`config.mk`:
```
export PLATFORM = sky130hd
export DESIGN_NAME = ir_pulse_distance_transmitter_core
export DESIGN_NICKNAME = d
export VERILOG_FILES = /design/src/rtl/irpdt_pkg.sv /design/src/rtl/irpdt_ram.sv /design/src/rtl/ir_pulse_distance_transmitter_core.sv
export SDC_FILE = /design/constraint.sdc
export NUM_CORES = 1
export LEC_CHECK = 0
export BUFFER_PORTS_ARGS = -buffer_cell sky130_fd_sc_hd__buf_2
export CORE_MARGIN = 2
export CORE_UTILIZATION = 60
export DETAILED_ROUTE_END_ITERATION = 10
export PLACE_DENSITY = 0.83
export RECOVER_POWER = 100
export SYNTH_ARGS = -nofsm -noshare
export SYNTH_HDL_FRONTEND = slang
export SYNTH_SLANG_ARGS = --single-unit
```
`constraint.sdc`:
```
create_clock -name clk -period 9.8 [get_ports clk]
set_clock_uncertainty 0.05 [all_clocks]
set_input_delay 0.98 -clock clk [delete_from_list [all_inputs] [get_ports clk]]
set_output_delay 0.98 -clock clk [all_outputs]
set_load 0.02 [all_outputs]
```
`src/rtl/irpdt_pkg.sv`:
```
package irpdt_pkg;

    // Request codes carried in s_tuser
    localparam logic [2:0] REQ_TICK     = 3'd0;
    localparam logic [2:0] REQ_LOAD     = 3'd1;
    localparam logic [2:0] REQ_TRANSMIT = 3'd2;
    localparam logic [2:0] REQ_REPEAT   = 3'd3;
    localparam logic [2:0] REQ_DELAY    = 3'd4;

    // Configuration register indexes
    localparam logic [2:0] CFG_BIT_COUNT    = 3'd0;
    localparam logic [2:0] CFG_START        = 3'd1;
    localparam logic [2:0] CFG_STOP         = 3'd2;
    localparam logic [2:0] CFG_ZERO         = 3'd3;
    localparam logic [2:0] CFG_ONE          = 3'd4;
    localparam logic [2:0] CFG_REPEAT_START = 3'd5;
    localparam logic [2:0] CFG_REPEAT_STOP  = 3'd6;

    // Reset timings: mark ticks [31:16], space ticks [15:0]
    localparam logic [7:0]  RST_BIT_COUNT    = 8'd32;
    localparam logic [31:0] RST_START        = {16'd684, 16'd342};
    localparam logic [31:0] RST_STOP         = {16'd42, 16'd1710};
    localparam logic [31:0] RST_ZERO         = {16'd42, 16'd42};
    localparam logic [31:0] RST_ONE          = {16'd42, 16'd126};
    localparam logic [31:0] RST_REPEAT_START = {16'd684, 16'd171};
    localparam logic [31:0] RST_REPEAT_STOP  = {16'd42, 16'd3800};

    // One mark/space pair
    typedef struct packed {
        logic [15:0] mark;
        logic [15:0] space;
    } pair_t;

endpackage

```
`src/rtl/irpdt_ram.sv`:
```
module irpdt_ram #(
    parameter int WIDTH = 8,
    parameter int DEPTH = 32
) (
    input  logic                                   clk,
    input  logic                                   we,
    input  logic [(DEPTH > 1 ? $clog2(DEPTH) : 1)-1:0] waddr,
    input  logic [WIDTH-1:0]                       wdata,
    input  logic [(DEPTH > 1 ? $clog2(DEPTH) : 1)-1:0] raddr,
    output logic [WIDTH-1:0]                       rdata
);

    logic [WIDTH-1:0] mem [DEPTH];

    // Single write port
    always_ff @(posedge clk)
    begin
        if (we)
        begin
            mem[waddr] <= wdata;
        end
    end

    // Registered read, old data on a same-address write
    always_ff @(posedge clk)
    begin
        rdata <= mem[raddr];
    end

endmodule

```
`src/rtl/ir_pulse_distance_transmitter_core.sv`:
```
// Result: each accepted request's result is registered and shows on the master side
// in the next cycle. Throughput: one request per cycle unless the result side stalls;
// the countdown and the code store read (from the next bit position) keep up with ticks.
// Reset: rst_n clears the framer to idle, the gate off and the timing registers
// to their defaults; the code store holds undefined data until loaded.
module ir_pulse_distance_transmitter_core
    import irpdt_pkg::*;
#(
    parameter int CODE_BYTES = 32
) (
    input  logic        clk,
    input  logic        rst_n,
    // request stream
    input  logic        s_tvalid,
    output logic        s_tready,
    input  logic [31:0] s_tdata,   // byte_index[4:0], byte_value[12:5], delay_ticks[28:13]
    input  logic [2:0]  s_tuser,   // req_type[2:0]
    // result stream
    output logic        m_tvalid,
    input  logic        m_tready,
    output logic [7:0]  m_tdata,   // carrier_gate[0], busy_res[1]
    // configuration writes
    input  logic        cfg_we,
    input  logic [2:0]  cfg_index,
    input  logic [31:0] cfg_wdata
);

    localparam int AW = (CODE_BYTES > 1) ? $clog2(CODE_BYTES) : 1;
    localparam logic [5:0] DEPTH_W = 6'(CODE_BYTES);

    typedef enum logic [2:0] {
        PH_IDLE,
        PH_START,
        PH_DATA,
        PH_REP_START,
        PH_REP_END,
        PH_DELAY,
        PH_DELAY_END
    } phase_t;

    // Configuration registers
    logic [7:0] bit_count_reg;
    pair_t      start_reg, stop_reg, zero_reg, one_reg, rep_start_reg, rep_stop_reg;

    always_ff @(posedge clk or negedge rst_n)
    begin
        if (!rst_n)
        begin
            bit_count_reg <= RST_BIT_COUNT;
            start_reg     <= RST_START;
            stop_reg      <= RST_STOP;
            zero_reg      <= RST_ZERO;
            one_reg       <= RST_ONE;
            rep_start_reg <= RST_REPEAT_START;
            rep_stop_reg  <= RST_REPEAT_STOP;
        end
        else if (cfg_we)
        begin
            case (cfg_index)
                CFG_BIT_COUNT:    bit_count_reg <= cfg_wdata[7:0];
                CFG_START:        start_reg     <= cfg_wdata;
                CFG_STOP:         stop_reg      <= cfg_wdata;
                CFG_ZERO:         zero_reg      <= cfg_wdata;
                CFG_ONE:          one_reg       <= cfg_wdata;
                CFG_REPEAT_START: rep_start_reg <= cfg_wdata;
                CFG_REPEAT_STOP:  rep_stop_reg  <= cfg_wdata;
                default:          ;
            endcase
        end
    end

    // Request fields
    logic [2:0]  req_type;
    logic [4:0]  byte_index;
    logic [7:0]  byte_value;
    logic [15:0] delay_ticks;

    assign req_type    = s_tuser;
    assign byte_index  = s_tdata[4:0];
    assign byte_value  = s_tdata[12:5];
    assign delay_ticks = s_tdata[28:13];

    // Framer state
    phase_t      phase_reg, phase_next;
    logic [15:0] mark_reg, mark_next;
    logic [15:0] space_reg, space_next;
    logic [7:0]  bit_index_reg, bit_index_next;
    logic [7:0]  bit_shift_reg, bit_shift_next;
    logic        gate_reg, gate_next;
    logic [15:0] delay_len_reg, delay_len_next;
    logic        m_tvalid_reg;
    logic [7:0]  m_tdata_reg;

    logic s_fire;
    logic busy;
    logic busy_next;

    assign s_tready = !m_tvalid_reg || m_tready;
    assign s_fire   = s_tvalid && s_tready;
    assign busy     = (phase_reg != PH_IDLE) || (mark_reg != 16'd0) || (space_reg != 16'd0);

    // Code store with forwarding of a write to the address being read
    logic          ram_we;
    logic [AW-1:0] ram_waddr;
    logic [AW-1:0] ram_raddr;
    logic [7:0]    ram_rdata;
    logic [4:0]    rd_byte;
    logic          rd_oob_reg;
    logic          fwd_hit_reg;
    logic [7:0]    fwd_data_reg;
    logic [7:0]    code_byte;

    assign ram_we    = s_fire && (req_type == REQ_LOAD) && ({1'b0, byte_index} < DEPTH_W);
    assign ram_waddr = AW'(byte_index);
    assign rd_byte   = bit_index_next[7:3];
    assign ram_raddr = AW'(rd_byte);

    irpdt_ram #(
        .WIDTH (8),
        .DEPTH (CODE_BYTES)
    ) u_code_ram (
        .clk   (clk),
        .we    (ram_we),
        .waddr (ram_waddr),
        .wdata (byte_value),
        .raddr (ram_raddr),
        .rdata (ram_rdata)
    );

    always_ff @(posedge clk or negedge rst_n)
    begin
        if (!rst_n)
        begin
            rd_oob_reg  <= 1'b0;
            fwd_hit_reg <= 1'b0;
        end
        else
        begin
            rd_oob_reg  <= ({1'b0, rd_byte} >= DEPTH_W);
            fwd_hit_reg <= ram_we && (byte_index == rd_byte);
        end
    end

    always_ff @(posedge clk)
    begin
        fwd_data_reg <= byte_value;
    end

    assign code_byte = rd_oob_reg ? 8'd0 : (fwd_hit_reg ? fwd_data_reg : ram_rdata);

    // Next state for the accepted request
    always_comb
    begin
        logic [7:0] sh;
        pair_t      bit_pair;

        phase_next     = phase_reg;
        mark_next      = mark_reg;
        space_next     = space_reg;
        bit_index_next = bit_index_reg;
        bit_shift_next = bit_shift_reg;
        gate_next      = gate_reg;
        delay_len_next = delay_len_reg;
        sh             = (bit_index_reg[2:0] == 3'd0) ? code_byte : bit_shift_reg;
        bit_pair       = sh[0] ? one_reg : zero_reg;

        if (s_fire)
        begin
            case (req_type)
                REQ_TICK:
                begin
                    // countdown: mark first, then space
                    if (mark_next != 16'd0)
                    begin
                        mark_next = mark_next - 16'd1;
                        if (mark_next == 16'd0)
                        begin
                            gate_next = 1'b0;
                        end
                    end
                    else if (space_next != 16'd0)
                    begin
                        space_next = space_next - 16'd1;
                    end
                    // space done: load the next pair
                    if (space_next == 16'd0)
                    begin
                        case (phase_reg)
                            PH_START:
                            begin
                                {mark_next, space_next} = start_reg;
                                phase_next     = PH_DATA;
                                bit_index_next = 8'd0;
                            end
                            PH_DATA:
                            begin
                                if (bit_index_reg < bit_count_reg)
                                begin
                                    {mark_next, space_next} = bit_pair;
                                    bit_shift_next = sh >> 1;
                                    bit_index_next = bit_index_reg + 8'd1;
                                end
                                else
                                begin
                                    {mark_next, space_next} = stop_reg;
                                    phase_next = PH_IDLE;
                                end
                            end
                            PH_REP_START:
                            begin
                                {mark_next, space_next} = rep_start_reg;
                                phase_next = PH_REP_END;
                            end
                            PH_REP_END:
                            begin
                                {mark_next, space_next} = rep_stop_reg;
                                phase_next = PH_IDLE;
                            end
                            PH_DELAY:
                            begin
                                mark_next  = 16'd0;
                                space_next = delay_len_reg;
                                phase_next = PH_DELAY_END;
                            end
                            default:
                            begin
                                mark_next  = 16'd0;
                                space_next = 16'd0;
                                phase_next = PH_IDLE;
                            end
                        endcase
                        if (mark_next != 16'd0)
                        begin
                            gate_next = 1'b1;
                        end
                    end
                end
                REQ_TRANSMIT:
                begin
                    if (!busy)
                    begin
                        phase_next = PH_START;
                    end
                end
                REQ_REPEAT:
                begin
                    if (!busy)
                    begin
                        phase_next = PH_REP_START;
                    end
                end
                REQ_DELAY:
                begin
                    if (!busy)
                    begin
                        delay_len_next = delay_ticks;
                        phase_next     = PH_DELAY;
                    end
                end
                default: ;
            endcase
        end
    end

    assign busy_next = (phase_next != PH_IDLE) || (mark_next != 16'd0) ||
                       (space_next != 16'd0);

    // State and result register
    always_ff @(posedge clk or negedge rst_n)
    begin
        if (!rst_n)
        begin
            phase_reg     <= PH_IDLE;
            mark_reg      <= 16'd0;
            space_reg     <= 16'd0;
            bit_index_reg <= 8'd0;
            bit_shift_reg <= 8'd0;
            gate_reg      <= 1'b0;
            delay_len_reg <= 16'd0;
            m_tvalid_reg  <= 1'b0;
            m_tdata_reg   <= 8'd0;
        end
        else
        begin
            phase_reg     <= phase_next;
            mark_reg      <= mark_next;
            space_reg     <= space_next;
            bit_index_reg <= bit_index_next;
            bit_shift_reg <= bit_shift_next;
            gate_reg      <= gate_next;
            delay_len_reg <= delay_len_next;
            if (s_fire)
            begin
                m_tvalid_reg <= 1'b1;
                m_tdata_reg  <= {6'd0, busy_next, gate_next};
            end
            else if (m_tready)
            begin
                m_tvalid_reg <= 1'b0;
            end
        end
    end

    assign m_tvalid = m_tvalid_reg;
    assign m_tdata  = m_tdata_reg;

    // A pending result reports the busy state the framer still holds
    a_busy_matches: assert property (@(posedge clk) disable iff (!rst_n)
        m_tvalid_reg |-> (m_tdata_reg[1] == busy))
        else $error("result busy flag disagrees with framer state");

    // A running mark always has the carrier gated on
    a_mark_gate: assert property (@(posedge clk) disable iff (!rst_n)
        (mark_reg != 16'd0) |-> gate_reg)
        else $error("mark counting with carrier gate off");

    // A transmit accepted while idle enters the start phase
    a_start: assert property (@(posedge clk) disable iff (!rst_n)
        (s_fire && (req_type == REQ_TRANSMIT) && !busy) |=> (phase_reg == PH_START))
        else $error("transmit from idle did not start a frame");

endmodule

```
==> metrics.txt <==
Clock Tree Buf Depth 3; vias in the first global route 15,400; Skew-Pair Late Insertion Delay 0.61 ns; DRT Wirelength 55,900 µm; clk sink count 543; WHS 0.418 ns; leak pwr 11.0 nW; Worst setup EP type flip-flop; Vias/cell 6.32; largest area contributor in the netlist edfxtp_1; Post-CTS Setup Repair Bufs 0; NumNets Final 1,977; die area 0.0423 mm²; slowest cell on the critical path nor4_1; width of the die 206 µm; P&R area growth vs syn 10.9%; crit path from space_reg[0]; Synth Warn # 0; max-cap violations 13; family with the most delay on the worst path simple AND/OR/NAND/NOR gates; Initial DRC Count 1,372; Post-Place Worst Slack 4.35 ns; share of the synthesized area in the top cell type 0.315; global route total overflow 0; core area 0.0399 mm²; fmax 0.139 GHz; PnR worst setup slack 2.61 ns; CTS root buf clkbuf_16; period utilization 0.734; Post-CTS Hold Buffers 0; # fillers 2,711; Routed Antenna Nets 0; max-slew violations 511; worst ir drop on vdd 0.137 mV; CTS clk-pin slew, worst paths 0.06 ns; Post-Syn Instances 1,830; Setup crit start kind flip-flop; Req. time, crit path 10.25 ns; Primary FF master, synth edfxtp_1; failing checks max-capacitance violations, max-slew violations; Final HPWL DP 34,600 µm; WS Path Type flip-flop to flip-flop; Cell Area, Synth 0.0244 mm²; # port buffers 75; RSZ-0062 raised after global routing false; Top Ports 85; slowest stage delay, CP 1.03 ns; sequential fraction of the synthesis area 0.608; top cells by area, synth edfxtp_1 31%, dfrtp_1 22%, mux2i_1 11%, mux2_2 10%, dfstp_2 6.0%; CP arrival 7.65 ns; max reg flops 256; per-cell routed wire length 22.7 µm; global-route wire length before repair 87,000 µm; Hold Violations, Final 0; commonest cells after routing, fill and taps aside 262 x mux2i_1, 256 x edfxtp_1, 218 x mux2_2; number of placement rows 73; Starting Density 0.612; FF+latch count, synth 543; status finished with violations; All-Layer GR Usage 0.269; CP Cell Sequence inv_1 -> ha_1 -> nor3b_1 -> nand2_1 -> nor4_1 -> o21ai_0 -> a32oi_1 -> and4_1 -> clkbuf_1 -> nand2_1 -> o21ai_1 -> o21ai_4 -> buf_4 -> buf_4 -> mux2i_1 -> o22ai_1 -> nor4_1; Critical path buffers and inverters 4; worst flop-to-flop path startpoint space_reg[0]; TNS Setup 0 ns; Top reg by flops u_code_ram.mem; Pwr Density 210 mW/mm²; placer congestion estimate 0.911; Tmin final 7.19 ns; met3 wire len 4260 µm; chip height 206 µm; Storage cell area 0.0149 mm²; endpoints failing setup 0; initial antenna violation count 1; count of cell types in the netlist 78; HP Class primary input to async pin; CTS tree built; CP Max Fanout 36; DRT met1 WL 24,000 µm; PostCTS Resize Cnt 0; Finished Layout Cells 2,461; CTS buffer count 53; number of flops mapped to enable cells by yosys 256; multi-input logic area 0.00901 mm²; share of cells above drive strength 1 0.236; Max Used Layer met4; total number of vias 15,600; wire length on met2 26,200 µm; largest net degree at the start of global routing 132; # DRC 0; most common cell after layout, fill and taps aside mux2i_1; Placed Cells incl. Taps 2,360; Synth async-reset ratio 0.499; Worst-Margin Slew 4.19 ns; DRT Pass-1 Iters 5; Post-Syn Area per Cell 13.3 µm²; Worst slew margin -1.80; H-tree lvl count 2
## area by class of cell
type,instances,area share
clock buffers,72,0.0581
repair buffers,102,0.0196
multi-input cells,1165,0.333
inverters,25,0.00347
clock inverters,28,0.0131
flip-flops and latches,543,0.549
diodes,1,0.0000924
well taps,525,0.0243
## kinds of logic (layout without fill, tap and decap cells)
family / Yosys count / count (layout) / share of synthesized area
flip-flops: 543 / 543 / 0.608
multiplexers: 482 / 482 / 0.209
AND/OR/NAND/NOR: 359 / 359 / 0.0713
AO/OA/AOI/OAI: 284 / 284 / 0.0729
buffers and inverters: 127 / 227 / 0.0245
XOR/XNOR: 21 / 21 / 0.00753
adder cells (fa/ha/maj): 13 / 13 / 0.00656
other: 1 / 7 / 0.000154
## synthesized netlist by cell type, types with 7 or more instances
cell / n
ha_1: 12
a311oi_1: 7
buf_1: 10
nor4_1: 20
dfxtp_1: 16
mux2_2: 219
buf_6: 7
xnor2_1: 15
nor2b_1: 9
a22oi_1: 14
nor2_1: 118
edfxtp_1: 256
nand2b_1: 9
dfstp_2: 56
mux2i_1: 263
o22ai_1: 43
buf_4: 15
inv_1: 24
nand3_1: 24
nor3_1: 24
o21ai_0: 80
nand4_1: 9
a21oi_1: 66
buf_2: 11
nand2_1: 96
dfrtp_1: 215
clkbuf_1: 59
## final timing paths
path,endpoint,slack (ns),cells past startpoint
worst max-delay path,u_code_ram.rdata[3],2.61,17
min in group clk,bit_shift_reg[6],0.43,2
worst min register to register,bit_shift_reg[6],0.43,2
worst min-delay path,one_reg[18],0.42,1
worst max register to register,u_code_ram.rdata[3],2.61,17
max in group asynchronous,delay_len_reg[2],4.67,2
## per-stage QoR
stage / total power [mW] / instance area [µm²] / utilization
2_1_floorplan: 3.24 / 24400 / -
3_3_place_gp: 3.45 / 25300 / 0.633
3_5_place_dp: 3.50 / 25300 / 0.633
4_1_cts: 5.69 / 27200 / 0.681
5_1_grt: 5.87 / 27100 / 0.678
6_report: 5.68 / 27100 / 0.678
## worst reg2reg max path, cell delays in order (launching register included)
cell      delay [ns]
dfrtp_1         0.44
inv_1           0.12
ha_1            0.32
nor3b_1         0.75
nand2_1         0.42
nor4_1          1.03
o21ai_0         0.22
a32oi_1         0.28
and4_1          0.21
clkbuf_1        0.90
nand2_1         0.44
o21ai_1         0.34
o21ai_4         0.08
buf_4           0.31
buf_4           0.41
mux2i_1         0.36
o22ai_1         0.18
nor4_1          0.25
## power by group
group | internal, mW | switching [mW] | total (mW)
combinational | 0.310 | 0.400 | 0.710
sequential | 2.64 | 0.128 | 2.76
clock | 1.34 | 0.873 | 2.21
total | 4.28 | 1.40 | 5.68
## layer usage
metal	vias to the layer above	track usage
met1	7891	0.381
met4	0	0.0929
li1	6964	-
met2	590	0.419
met3	107	0.0529
met5	-	0
No activity file was read; power rests on OpenSTA's default activity.
